===== config.mk =====
export PLATFORM = sky130hd
export DESIGN_NAME = thcs_queue
export DESIGN_NICKNAME = d
export VERILOG_FILES = /design/src/rtl/thcs_pkg.sv /design/src/rtl/thcs_queue.sv
export SDC_FILE = /design/constraint.sdc
export NUM_CORES = 1
export LEC_CHECK = 0
export BUFFER_PORTS_ARGS = -buffer_cell sky130_fd_sc_hd__buf_2
export CAP_MARGIN = 0
export CORE_MARGIN = 5
export CORE_UTILIZATION = 60
export DETAILED_ROUTE_END_ITERATION = 8
export GPL_TIMING_DRIVEN = 0
export PLACE_DENSITY = 0.84
export SLEW_MARGIN = 20
export SYNTH_ARGS = -nofsm -noshare
export SYNTH_HDL_FRONTEND = slang
export SYNTH_SLANG_ARGS = --single-unit

===== constraint.sdc =====
create_clock -name clock -period 15.34 [get_ports clock]
set_input_delay 3.068 -clock clock [delete_from_list [all_inputs] [get_ports clock]]
set_output_delay 3.068 -clock clock [all_outputs]
set_load 0.01 [all_outputs]

===== src/rtl/thcs_pkg.sv =====
package thcs_pkg;

   localparam int FIELD_WIDTH  = 32;
   localparam int ACT_WIDTH    = 2;
   localparam int STATUS_WIDTH = 2;

   // hit kinds
   localparam logic [ACT_WIDTH-1:0] ACT_STRIP = 2'd0;
   localparam logic [ACT_WIDTH-1:0] ACT_PIXEL = 2'd1;

   // result status codes
   localparam logic [STATUS_WIDTH-1:0] STATUS_OK   = 2'd0;
   localparam logic [STATUS_WIDTH-1:0] STATUS_ZDET = 2'd1;
   localparam logic [STATUS_WIDTH-1:0] STATUS_SAT  = 2'd2;

   // classified hit, fields already clamped to the value range
   typedef struct packed {
      logic [ACT_WIDTH-1:0]   action;
      logic                   ovf;
      logic [FIELD_WIDTH-1:0] track_x;
      logic [FIELD_WIDTH-1:0] track_y;
      logic [FIELD_WIDTH-1:0] cov_xx;
      logic [FIELD_WIDTH-1:0] cov_xy;
      logic [FIELD_WIDTH-1:0] cov_yy;
      logic [FIELD_WIDTH-1:0] meas_a;
      logic [FIELD_WIDTH-1:0] meas_b;
      logic [FIELD_WIDTH-1:0] sigma_a;
      logic [FIELD_WIDTH-1:0] sigma_b;
      logic [FIELD_WIDTH-1:0] cross_var;
   } thcs_item_type;

   // per-beat control that rides along the back pipeline
   typedef struct packed {
      logic valid;
      logic strip;
      logic pixel;
      logic ovf;
      logic zdet;
      logic dz;
      logic neg;
   } thcs_ctrl_type;

endpackage


===== src/rtl/thcs_queue.sv =====
module thcs_queue import thcs_pkg::*; #(
   parameter int DEPTH = 4
) (
   input  logic          clock,
   input  logic          reset,
   input  logic          push,
   input  thcs_item_type push_item,
   output logic          full,
   input  logic          pop,
   output logic          empty,
   output thcs_item_type head
);

   localparam int AW = (DEPTH > 1) ? $clog2(DEPTH) : 1;
   localparam int CW = $clog2(DEPTH + 1);

   thcs_item_type     slot_ff [DEPTH];
   logic [AW-1:0]     wr_ptr_ff, wr_ptr_in, rd_ptr_ff, rd_ptr_in;
   logic [CW-1:0]     count_ff, count_in;

   assign full  = (count_ff == CW'(DEPTH));
   assign empty = (count_ff == '0);
   assign head  = slot_ff[rd_ptr_ff];

   always_comb begin
      wr_ptr_in = wr_ptr_ff;
      rd_ptr_in = rd_ptr_ff;
      count_in  = count_ff;
      if (push) begin
         wr_ptr_in = (wr_ptr_ff == AW'(DEPTH - 1)) ? '0 : wr_ptr_ff + 1'b1;
      end
      if (pop) begin
         rd_ptr_in = (rd_ptr_ff == AW'(DEPTH - 1)) ? '0 : rd_ptr_ff + 1'b1;
      end
      if (push && !pop) begin
         count_in = count_ff + 1'b1;
      end else if (pop && !push) begin
         count_in = count_ff - 1'b1;
      end
   end

   always_ff @(posedge clock) begin
      if (reset) begin
         wr_ptr_ff <= '0;
         rd_ptr_ff <= '0;
         count_ff  <= '0;
      end else begin
         wr_ptr_ff <= wr_ptr_in;
         rd_ptr_ff <= rd_ptr_in;
         count_ff  <= count_in;
      end
   end

   always_ff @(posedge clock) begin
      if (push) begin
         slot_ff[wr_ptr_ff] <= push_item;
      end
   end

   a_no_overrun: assert property (@(posedge clock) disable iff (reset) !(push && full))
      else $error("queue written while full");
   a_no_underrun: assert property (@(posedge clock) disable iff (reset) !(pop && empty))
      else $error("queue read while empty");
   a_count_range: assert property (@(posedge clock) disable iff (reset)
      push && !pop && !full |=> count_ff == $past(count_ff) + 1'b1)
      else $error("queue count lost a write");

endmodule


==> results by group <==
Run status
  • Status: finished clean

Clock tree
  • H-tree Lvls: 3
  • Clk buf depth: 3
  • Resized cells post-CTS: 0
  • Post-CTS Setup Repair Bufs: 0
  • Worst skew pair latency: slightly below 0.7 ns
  • Clock sinks: approximately 1300
  • Post-cts hold buffer count: 0
  • TritonCTS Buffers: approximately 120
  • Worst-path clk slew: ~0.070 ns
  • CTS Root Cell: clkbuf_16
  • TritonCTS clock tree: built

Floorplan
  • Row count: 102
  • Core Region: roughly 0.078 mm^2
  • Die ar.: 0.0841 mm^2
  • # IOs: between 600 and 700
  • Initial Util: 0.606
  • Die Ht: about 290 um
  • Die span in x: about 290 um

Setup path
  • Reg2Reg Setup Slack: 12.53 ns
  • WP buf/inv: 4
  • Setup crit end kind: primary output
  • CP max-delay cell: clkbuf_1
  • WP data required: approximately 12 ns
  • Crit path DAT: roughly 3.2 ns
  • Max stage delay on crit path: between 0.6 and 0.7 ns
  • Crit path kind: flop to primary output
  • CP Launch Type: flop
  • Most common cell type on the critical path: buf_2
  • CP cell instances: buf_2 -> clkbuf_1 -> buf_2 -> mux4_2 -> buf_2
  • Crit-path max FO: 10
  • CP top delay family: buffers and inverters

Detailed routing
  • Drt total wl: around 120000 um
  • Antenna viol nets, final: 0
  • WL per Instance: around 31 um
  • DR DRC count: 0
  • Routed via count: about 23000
  • DRT Pass-1 Iters: 7
  • Vias per Instance: 6.17
  • Starting DRT DRC Count: 2403

STA
  • Final period util: 0.406
  • Max Clk Rate: around 0.16 GHz
  • Worst Skew: a little under 0.03 ns
  • Final TNS setup: 0 ns
  • Unrepaired setup endpoints after global routing: false
  • Final setup viols: 0
  • Worst-margin pin slew: approximately 0.83 ns
  • Hold Slack: approximately 0.58 ns
  • Slew margin rel.: 0.448
  • Hold Violations, Final: 0
  • Post-route minimum period: just over 6 ns
  • Max-slew violations: 0

Layout
  • Area of the multi-input gates: around 0.0075 mm^2
  • Layout cell share with drive strength beyond 1: 0.470
  • Area Growth Syn to Fin: 19.7%
  • Nets@finish: between 2000 and 3000
  • Finished Layout Cells: ~3700
  • Filler Cells Inserted: ~4100
  • Commonest cells after routing, fill and taps aside: edfxtp_1, buf_2, mux4_2, clkbuf_16, clkbuf_1
  • Storage cell area: ~0.04 mm^2
  • Commonest non-fill, non-tap cell in the layout: edfxtp_1
  • Final Util: 0.726

Pwr
  • Pwr dens: ~140 mW/mm^2
  • Switching power: around 0.0017 W
  • Logic gate share of total power: 0.093
  • Leak: around 19 nW
  • Seq pwr share: 0.532
  • Clk pwr share: 0.374
  • Int Pwr: 0.00603 W
  • VDD IR-drop max: 0.000182 V
  • Switching Fraction: 0.223

Place
  • Estimated wirelength of the detail-placed design: 72000 um
  • Buffers added on ports: about 650
  • Inst Count DP: 3450
  • GP Congestion: ~0.8

Logic synthesis
  • Yosys warning total: 0
  • Post-Synthesis Cells: between 1500 and 2000
  • Sequential area share after synthesis: 0.828
  • Mean post-synth cell area: 27.2 um^2
  • Yosys reg bits: between 1000 and 1500
  • Post-Syn Area: around 0.047 mm^2
  • Syn_nets: 2065
  • Number of distinct library cells after synthesis: 19

GRT
  • Initial antenna violation count: 53
  • Largest net degree at the start of global routing: between 50 and 60
  • Vias in the first global route: 24600
  • GR Util All Layers: 0.274
  • Total gr overflow: 0
  • First-pass GRT wire length: 169000 um

Worst hold path
  • Worst Hold Class: flop to flop

Job
  • Max-cap violations: 0
## flip-flops by register name (all words and copies together) (netlist names), named ones only
signal,count
slot_ff,1292
count_ff,3
wr_ptr_ff,2
rd_ptr_ff,2
## layout make-up
class	count	area share
antenna	52	0.00231
buffer	72	0.00970
clock buffer	159	0.0562
clock inverter	63	0.0119
inverter	4	0.000266
multi-input combinational	354	0.134
sequential	1301	0.692
tap	1040	0.0231
timing repair buffer	679	0.0712
## stage by stage
step                      total power (W)  worst slack, ns  instance area, um^2
after floorplan                   0.00460             4.27                47100
after global placement            0.00493           -0.953                51600
after detailed placement          0.00490             9.65                52400
after CTS                         0.00780             8.93                56200
after global routing              0.00801             8.95                56300
final                             0.00775             9.11                56400
## kinds of logic after synthesis
kind of cell,Yosys count,share of synthesized area
flip-flops,1301,0.828
multiplexers,327,0.155
AND/OR/NAND/NOR,15,0.00165
buffers and inverters,76,0.0119
AO/OA/AOI/OAI,3,0.000319
adder cells (fa/ha/maj),7,0.00202
XOR/XNOR,2,0.000372
## cells in the mapped netlist
cell type,number,area (um^2)
and2_1,4,25.0
buf_4,3,22.5
inv_1,4,15.0
dfxtp_1,9,180
mux4_2,323,7270
or3_1,1,6.26
o21ai_0,1,5.00
xor2_1,2,17.5
clkbuf_1,7,26.3
a21oi_1,2,10.0
buf_6,30,338
ha_1,6,75.1
nor3b_1,2,15.0
buf_2,32,160
nor3_1,1,5.00
nor2_1,7,26.3
mux2i_1,4,40.0
edfxtp_1,1292,38800
fa_1,1,20.0
## power by group through the flow
| stage | Clock [W] | Combinational, W | Sequential, W |
|---|---|---|---|
| final | 0.00290 | 0.000725 | 0.00413 |
| after global placement | 0 | 0.000662 | 0.00427 |
| after global routing | 0.00312 | 0.000765 | 0.00413 |
| after floorplan | 0 | 0.000373 | 0.00423 |
| after detailed placement | 0 | 0.000714 | 0.00419 |
| after CTS | 0.00294 | 0.000732 | 0.00413 |
## metal layers
layer	up-vias	global-route usage	routed length [um]
li1	9246	-	-
met1	12100	0.320	38000
met2	1351	0.484	63200
met3	283	0.0628	9550
met4	14	0.134	6080
met5	-	0	71
## final timing paths
check	endpoint	cells after the start	start
worst min-delay path	flop	2	rd_ptr_ff[1]
worst min register to register	flop	2	rd_ptr_ff[1]
worst max register to register	slot_ff[0][278]	7	wr_ptr_ff[0]
worst max-delay path	head[150]	5	flop
## worst min-delay path: stages, from the launching register on
cell and delay, ns:
dfxtp_1 0.32, mux2i_1 0.13, nor2_1 0.08
No activity file was read; power rests on OpenSTA's default activity.
