$ cat src/rtl/thcs_pkg.sv
package thcs_pkg;

   localparam int FIELD_WIDTH  = 32;
   localparam int ACT_WIDTH    = 2;
   localparam int STATUS_WIDTH = 2;

   // hit kinds
   localparam logic [ACT_WIDTH-1:0] ACT_STRIP = 2'd0;
   localparam logic [ACT_WIDTH-1:0] ACT_PIXEL = 2'd1;

   // result status codes
   localparam logic [STATUS_WIDTH-1:0] STATUS_OK   = 2'd0;
   localparam logic [STATUS_WIDTH-1:0] STATUS_ZDET = 2'd1;
   localparam logic [STATUS_WIDTH-1:0] STATUS_SAT  = 2'd2;

   // classified hit, fields already clamped to the value range
   typedef struct packed {
      logic [ACT_WIDTH-1:0]   action;
      logic                   ovf;
      logic [FIELD_WIDTH-1:0] track_x;
      logic [FIELD_WIDTH-1:0] track_y;
      logic [FIELD_WIDTH-1:0] cov_xx;
      logic [FIELD_WIDTH-1:0] cov_xy;
      logic [FIELD_WIDTH-1:0] cov_yy;
      logic [FIELD_WIDTH-1:0] meas_a;
      logic [FIELD_WIDTH-1:0] meas_b;
      logic [FIELD_WIDTH-1:0] sigma_a;
      logic [FIELD_WIDTH-1:0] sigma_b;
      logic [FIELD_WIDTH-1:0] cross_var;
   } thcs_item_type;

   // per-beat control that rides along the back pipeline
   typedef struct packed {
      logic valid;
      logic strip;
      logic pixel;
      logic ovf;
      logic zdet;
      logic dz;
      logic neg;
   } thcs_ctrl_type;

endpackage

$ cat src/rtl/thcs_req_if.sv
interface thcs_req_if;
   import thcs_pkg::*;

   logic                          valid;
   logic                          ready;
   logic [ACT_WIDTH-1:0]          action;
   logic signed [FIELD_WIDTH-1:0] track_x;
   logic signed [FIELD_WIDTH-1:0] track_y;
   logic signed [FIELD_WIDTH-1:0] cov_xx;
   logic signed [FIELD_WIDTH-1:0] cov_xy;
   logic signed [FIELD_WIDTH-1:0] cov_yy;
   logic signed [FIELD_WIDTH-1:0] meas_a;
   logic signed [FIELD_WIDTH-1:0] meas_b;
   logic signed [FIELD_WIDTH-1:0] sigma_a;
   logic signed [FIELD_WIDTH-1:0] sigma_b;
   logic signed [FIELD_WIDTH-1:0] cross_var;

   modport source (
      output valid, action, track_x, track_y, cov_xx, cov_xy, cov_yy,
             meas_a, meas_b, sigma_a, sigma_b, cross_var,
      input  ready
   );
   modport sink (
      input  valid, action, track_x, track_y, cov_xx, cov_xy, cov_yy,
             meas_a, meas_b, sigma_a, sigma_b, cross_var,
      output ready
   );

endinterface

$ cat src/rtl/thcs_front.sv
module thcs_front import thcs_pkg::*; #(
   parameter int VALUE_WIDTH = 32
) (
   thcs_req_if.sink      req,
   input  logic          full,
   output logic          push,
   output thcs_item_type item
);

   localparam longint HI = (64'sd1 <<< (VALUE_WIDTH - 1)) - 64'sd1;
   localparam longint LO = -HI - 64'sd1;

   // {overflow, clamped field}
   function automatic logic [FIELD_WIDTH:0] clamp(input logic [FIELD_WIDTH-1:0] f);
      logic signed [63:0] v;
      v = {{(64-FIELD_WIDTH){f[FIELD_WIDTH-1]}}, f};
      if (v > HI) begin
         clamp = {1'b1, HI[FIELD_WIDTH-1:0]};
      end else if (v < LO) begin
         clamp = {1'b1, LO[FIELD_WIDTH-1:0]};
      end else begin
         clamp = {1'b0, f};
      end
   endfunction

   logic [FIELD_WIDTH:0] c_x, c_y, c_xx, c_xy, c_yy, c_ma, c_mb, c_sa, c_sb, c_cv;

   assign c_x  = clamp(req.track_x);
   assign c_y  = clamp(req.track_y);
   assign c_xx = clamp(req.cov_xx);
   assign c_xy = clamp(req.cov_xy);
   assign c_yy = clamp(req.cov_yy);
   assign c_ma = clamp(req.meas_a);
   assign c_mb = clamp(req.meas_b);
   assign c_sa = clamp(req.sigma_a);
   assign c_sb = clamp(req.sigma_b);
   assign c_cv = clamp(req.cross_var);

   assign req.ready = !full;
   assign push      = req.valid && !full;

   always_comb begin
      item.action    = req.action;
      item.ovf       = c_x[FIELD_WIDTH] | c_y[FIELD_WIDTH] | c_xx[FIELD_WIDTH]
                     | c_xy[FIELD_WIDTH] | c_yy[FIELD_WIDTH] | c_ma[FIELD_WIDTH]
                     | c_mb[FIELD_WIDTH] | c_sa[FIELD_WIDTH] | c_sb[FIELD_WIDTH]
                     | c_cv[FIELD_WIDTH];
      item.track_x   = c_x[FIELD_WIDTH-1:0];
      item.track_y   = c_y[FIELD_WIDTH-1:0];
      item.cov_xx    = c_xx[FIELD_WIDTH-1:0];
      item.cov_xy    = c_xy[FIELD_WIDTH-1:0];
      item.cov_yy    = c_yy[FIELD_WIDTH-1:0];
      item.meas_a    = c_ma[FIELD_WIDTH-1:0];
      item.meas_b    = c_mb[FIELD_WIDTH-1:0];
      item.sigma_a   = c_sa[FIELD_WIDTH-1:0];
      item.sigma_b   = c_sb[FIELD_WIDTH-1:0];
      item.cross_var = c_cv[FIELD_WIDTH-1:0];
   end

endmodule

$ cat src/flat_wrapper.sv
// flat-port wrapper written by rule: the top's interface ports become plain ports
module thcs_front_flat import thcs_pkg::*;
#(
   parameter int VALUE_WIDTH = 32
)
  (full, push, item, req_valid, req_action, req_track_x, req_track_y, req_cov_xx, req_cov_xy, req_cov_yy, req_meas_a, req_meas_b, req_sigma_a, req_sigma_b, req_cross_var, req_ready);
  thcs_req_if req_i ();
  input  logic full;
  output logic push;
  output thcs_item_type item;
  input wire logic [$bits(req_i.valid)-1:0] req_valid;
  input wire logic [$bits(req_i.action)-1:0] req_action;
  input wire logic [$bits(req_i.track_x)-1:0] req_track_x;
  input wire logic [$bits(req_i.track_y)-1:0] req_track_y;
  input wire logic [$bits(req_i.cov_xx)-1:0] req_cov_xx;
  input wire logic [$bits(req_i.cov_xy)-1:0] req_cov_xy;
  input wire logic [$bits(req_i.cov_yy)-1:0] req_cov_yy;
  input wire logic [$bits(req_i.meas_a)-1:0] req_meas_a;
  input wire logic [$bits(req_i.meas_b)-1:0] req_meas_b;
  input wire logic [$bits(req_i.sigma_a)-1:0] req_sigma_a;
  input wire logic [$bits(req_i.sigma_b)-1:0] req_sigma_b;
  input wire logic [$bits(req_i.cross_var)-1:0] req_cross_var;
  output wire logic [$bits(req_i.ready)-1:0] req_ready;
  assign req_i.valid = req_valid;
  assign req_i.action = req_action;
  assign req_i.track_x = req_track_x;
  assign req_i.track_y = req_track_y;
  assign req_i.cov_xx = req_cov_xx;
  assign req_i.cov_xy = req_cov_xy;
  assign req_i.cov_yy = req_cov_yy;
  assign req_i.meas_a = req_meas_a;
  assign req_i.meas_b = req_meas_b;
  assign req_i.sigma_a = req_sigma_a;
  assign req_i.sigma_b = req_sigma_b;
  assign req_i.cross_var = req_cross_var;
  assign req_ready = req_i.ready;
  thcs_front #(.VALUE_WIDTH(VALUE_WIDTH)) u_core (.req(req_i), .full(full), .push(push), .item(item));
endmodule
$ cat config.mk
export PLATFORM = sky130hd
export DESIGN_NAME = thcs_front_flat
export DESIGN_NICKNAME = d
export VERILOG_FILES = /design/src/rtl/thcs_pkg.sv /design/src/rtl/thcs_req_if.sv /design/src/rtl/thcs_front.sv /design/src/flat_wrapper.sv
export SDC_FILE = /design/constraint.sdc
export NUM_CORES = 1
export LEC_CHECK = 0
export ABC_AREA = 0
export BUFFER_PORTS_ARGS = -buffer_cell sky130_fd_sc_hd__buf_2
export CORE_AREA = 2 2 253 255
export DETAILED_ROUTE_END_ITERATION = 6
export DIE_AREA = 0 0 255 257
export GPL_ROUTABILITY_DRIVEN = 0
export SETUP_SLACK_MARGIN = 0.02
export SYNTH_ARGS = -nofsm -noshare
export SYNTH_HDL_FRONTEND = slang
export SYNTH_SLANG_ARGS = --single-unit
$ cat constraint.sdc
create_clock -name vclk -period 0.8
set_input_delay 0.04 -clock vclk [all_inputs]
set_output_delay 0.04 -clock vclk [all_outputs]
set_load 0.1 [all_outputs]
==> summary.md, run 1 <==
| Metric | Value |
|---|---|
| Outcome | `completed` |
| Setup crit end kind | `output port` |
| Hold_ws | `0.0800 ns` |
| Syn avg cell area | `roughly 3.8 um2` |
| Hold/Removal Path Class | `input port to output port` |
| Fin crit share | `0.692` |
| Share of cells above drive strength 1 | `0.714` |
| Total global routing overflow | `0` |
| Crit start category | `input port` |
| Sequential fraction of the synthesis area | `0` |
| Crit path largest cell delay | `between 0.15 and 0.2 ns` |
| Die W | `between 200 and 300 um` |
| Layout net count | `approximately 330` |
| # clk buffers | `0` |
| Final hold vios | `0` |
| CP top delay family | `buffers and inverters` |
| DRT Wirelength | `34.2 mm` |
| Chip height | `around 260 um` |
| First-pass GRT wire length | `around 35 mm` |
| Number of global-route vias before repair | `675` |
| Crit Path Category | `input port to output port` |
| Pleak | `between 0.03 and 0.04 nW` |
| Core ar. | `around 63000 um2` |
| Crit-path max FO | `2` |
| Yosys warns | `0` |
| Max Cap Viol | `0` |
| Die area | `65500 um2` |
| Synth area leader | `clkbuf_1` |
| Crit-path cells | `buf_2 -> nor2b_2 -> buf_12` |
| Hold_buf cts | `0` |
| Synth unique cells | `5` |
| Count of input and output buffers | `4` |
| Post-CTS Setup Inserts | `0` |
| Cell Rows | `slightly above 90` |
| Initial Utilization | `0.0197` |
| Vias per inst | `around 0.7` |
| Fin crit period | `0.553 ns` |
| Area of the multi-input gates | `about 13 um2` |
| Part of the power in registers | `0` |
| Switching Fraction | `0.733` |
| Post-synthesis cell count | `about 330` |
| Syn Nets | `650` |
| P_sw | `between 0.07 and 0.08 mW` |
| CP required | `around 0.76 ns` |
| Antenna cells | `0` |
| DRC | `0` |
| Largest cells by area after synthesis | `clkbuf_1, buf_4, nor2b_1, conb_1, inv_1` |
| GRT Util Overall | `0.0978` |
| Unrepaired setup endpoints after global routing | `no` |
| WL/cell | `between 40 and 50 um` |
| Antenna viol nets, final | `0` |
| Final setup vio count | `0` |
| Cell area after synthesis | `about 1200 um2` |
| Sequential cell area | `0 um2` |
| Top cells by instance count after synthesis | `clkbuf_1, buf_4, conb_1, inv_1, nor2b_1` |
| Worst VDD drop | `0.0462 mV` |
| Pwr Total | `between 0.09 and 0.1 mW` |
| Top cell type's share of synthesized area | `0.971` |
| DR pass1 iterations | `3` |
| CTS resizes | `0` |
| Worst Path Buf+Inv | `2` |
| Initial DRC Count | `between 40 and 50` |
| Area delta synth->final | `-9.10%` |
| Initial antenna violation count | `0` |
| Comb pwr share | `1.000` |
| Largest net degree at the start of global routing | `3` |
| Pwr Density | `85.7 nW/um2` |
| Fmax | `around 1.8 GHz` |
| Critical-path top delay cell | `buf_12` |
| Internal power | `between 0.02 and 0.03 mW` |
| Io pins | `around 650` |
| Via Count | `about 600` |
| Clock power share | `0` |
| Signal arrival time at the worst endpoint | `0.51 ns` |
| Filler cells | `between 7000 and 8000` |
| Sequential cells | `0` |
| Cell with the most instances after synthesis | `clkbuf_1` |
| Final Max Slew Viols | `0` |
==> metrics by stage <==
step	util	cell area (um2)	instances	worst slack [ns]	setup TNS, ns
floorplan	-	1640	326	-0.0974	-0.0974
finish	0.0179	1120	853	0.247	0
detailed placement	0.0179	1120	853	0.243	0
global route	0.0179	1120	853	0.223	0
CTS	0.0179	1120	853	0.242	0
global placement	0.0179	1120	853	0.263	0
==> power groups by stage <==
| stage | clock network, mW | registers [mW] | logic, mW |
|---|---|---|---|
| finish | 0 | 0 | 0.0964 |
| global placement | 0 | 0 | 0.0974 |
| CTS | 0 | 0 | 0.0979 |
| global route | 0 | 0 | 0.0996 |
| detailed placement | 0 | 0 | 0.0978 |
| floorplan | 0 | 0 | 7.13 |
==> path summary, 6_finish.rpt <==
| path | startpoint | endpoint | cells after the start |
|---|---|---|---|
| worst max-delay path | full | push | 3 |
| worst min-delay path | req_cov_xx[4] | item[228] | 0 |
==> placed cells by master, fill, tap and decap left out <==
cell type,n
buf_12,2
inv_1,1
conb_1,1
buf_2,2
nor2b_2,1
==> logic make-up after synthesis <==
kind of cell	Yosys count	share of synthesized area
other	1	0.00303
buffers and inverters	324	0.992
AND/OR/NAND/NOR	1	0.00506
==> per-layer routing <==
layer  part of all wire  GRT usage  up-vias
li1                   -          -       14
met1              0.022    0.00575       75
met2               0.44      0.156      334
met3               0.45      0.204      172
met4              0.082     0.0663        0
met5                  0          0        -
==> layout make-up <==
| cell class | count | share of cell area |
|---|---|---|
| Inverter | 1 | 0.00334 |
| Tap cell | 846 | 0.941 |
| Multi-Input combinational cell | 2 | 0.0111 |
| Timing Repair Buffer | 4 | 0.0445 |
(Power assumes the default switching activity.)
==> run 2: changes to the inputs <==
- CORE_AREA: 2 2 253 255 -> 2 2 255 257
- DIE_AREA: 0 0 255 257 -> 0 0 257 259
==> run 2 against run 1 <==
Combinational power grew 0.9%; sequential cell count is the same; largest power group unchanged; worst hold slack is essentially flat; highest routed layer is now met5; critical path type unchanged; critical path depth is the same; routed wire length grew 0.21%; die area grew 1.6%; design area grew 1.0%.
==> summary.md, run 2 (synthesis results as in run 1) <==
| Metric | Value |
|---|---|
| Final hold vios | `0` |
| Initial Utilization | `0.0194` |
| Fin crit share | `0.691` |
| Clock power share | `0` |
| Placed insts | `roughly 860` |
| Io pins | `about 650` |
| WL/cell | `39.7 um` |
| Fin Setup TNS | `0 ns` |
| GRT Util Overall | `0.0968` |
| Sequential cells | `0` |
| Worst VDD drop | `0.0410 mV` |
| Area delta synth->final | `-8.19%` |
| Crit-path cells | `buf_2 -> nor2b_2 -> buf_12` |
| # clk buffers | `0` |
| CTS resizes | `0` |
| Layout net count | `between 300 and 400` |
| Crit start category | `input port` |
| Largest net degree at the start of global routing | `3` |
| Crit path largest cell delay | `approximately 0.19 ns` |
| Part of the power in registers | `0` |
| Pwr Density | `about 86 nW/um2` |
| Cell Rows | `93` |
| Critical-path top delay cell | `buf_12` |
| Antenna viol nets, final | `0` |
| First-pass GRT wire length | `35.5 mm` |
| Crit Path Category | `input port to output port` |
| Fin crit period | `0.553 ns` |
| Area of the multi-input gates | `12.5 um2` |
| Final Max Slew Viols | `0` |
| Initial antenna violation count | `0` |
| Total global routing overflow | `0` |
| Sequential cell area | `0 um2` |
| Hold_buf cts | `0` |
| Most frequent cells in the layout | `buf_2, buf_12, inv_1, nor2b_2, conb_1` |
| Outcome | `completed` |
| Filler cells | `approximately 7600` |
| Switching Fraction | `0.735` |
| Place WS | `between 0.2 and 0.25 ns` |
| Post-layout worst setup margin | `~0.25 ns` |
| CP required | `0.76 ns` |
| DRC | `0` |
| Count of input and output buffers | `4` |
| Final Non-Filler Cells | `~860` |
| Signal arrival time at the worst endpoint | `roughly 0.51 ns` |
| Chip height | `~260 um` |
| Die area | `~67000 um2` |
| Comb pwr share | `1.000` |
| Vias per inst | `around 0.70` |
| Core ar. | `roughly 64000 um2` |
| Pleak | `approximately 0.038 nW` |
| Final HPWL DP | `around 33 mm` |
| Number of global-route vias before repair | `approximately 680` |
| Share of cells above drive strength 1 | `0.714` |
| Initial DRC Count | `25` |
| Hold/Removal Path Class | `input port to output port` |
| Crit-path max FO | `2` |
| DRT Wirelength | `34.3 mm` |
| Placed inst area | `about 1100 um2` |
| Antenna cells | `0` |
| Internal power | `between 0.02 and 0.03 mW` |
| Post-CTS Setup Inserts | `0` |
| P_sw | `0.0715 mW` |
| Max Cap Viol | `0` |
| DR pass1 iterations | `3` |
| Worst Path Buf+Inv | `2` |
| Via Count | `~600` |
| Unrepaired setup endpoints after global routing | `no` |
| Fmax | `1.81 GHz` |
| Design area | `approximately 1100 um2` |
| Die W | `around 260 um` |
| CP top delay family | `buffers and inverters` |
| Setup crit end kind | `output port` |
| Final core utilization | `0.0178` |
| Final setup vio count | `0` |
-- run 2: per-stage QoR --
stage,hold WS (ns),power (mW)
4_1_cts,0.0807,0.0990
5_1_grt,0.0801,0.101
3_5_place_dp,0.0807,0.0989
2_1_floorplan,0.255,7.13
6_report,0.0800,0.0973
3_3_place_gp,0.0807,0.0990
-- run 2: cell type report --
class                      instances  share of cell area
multi-input combinational          2              0.0110
inverter                           1             0.00330
tap                              855               0.942
timing repair buffer               4              0.0441
-- run 2: metal layers --
metal	share of wire	up-vias	routed length, um	track usage
li1	-	14	-	-
met2	0.47	366	16100	0.163
met4	0.054	2	1860	0.0443
met3	0.46	152	15700	0.208
met1	0.015	71	508	0.00383
met5	0.0029	-	99	0.00997
-- run 2: worst paths after layout --
check	start	end	depth (start not counted)
setup / recovery	full	push	3
hold / removal	req_meas_a[0]	item[128]	0
-- run 2: power by group through the flow --
stage          Sequential [mW]  Clock [mW]  Combinational, mW
2_1_floorplan                0           0               7.13
3_3_place_gp                 0           0             0.0990
3_5_place_dp                 0           0             0.0989
4_1_cts                      0           0             0.0990
5_1_grt                      0           0              0.101
6_report                     0           0             0.0973
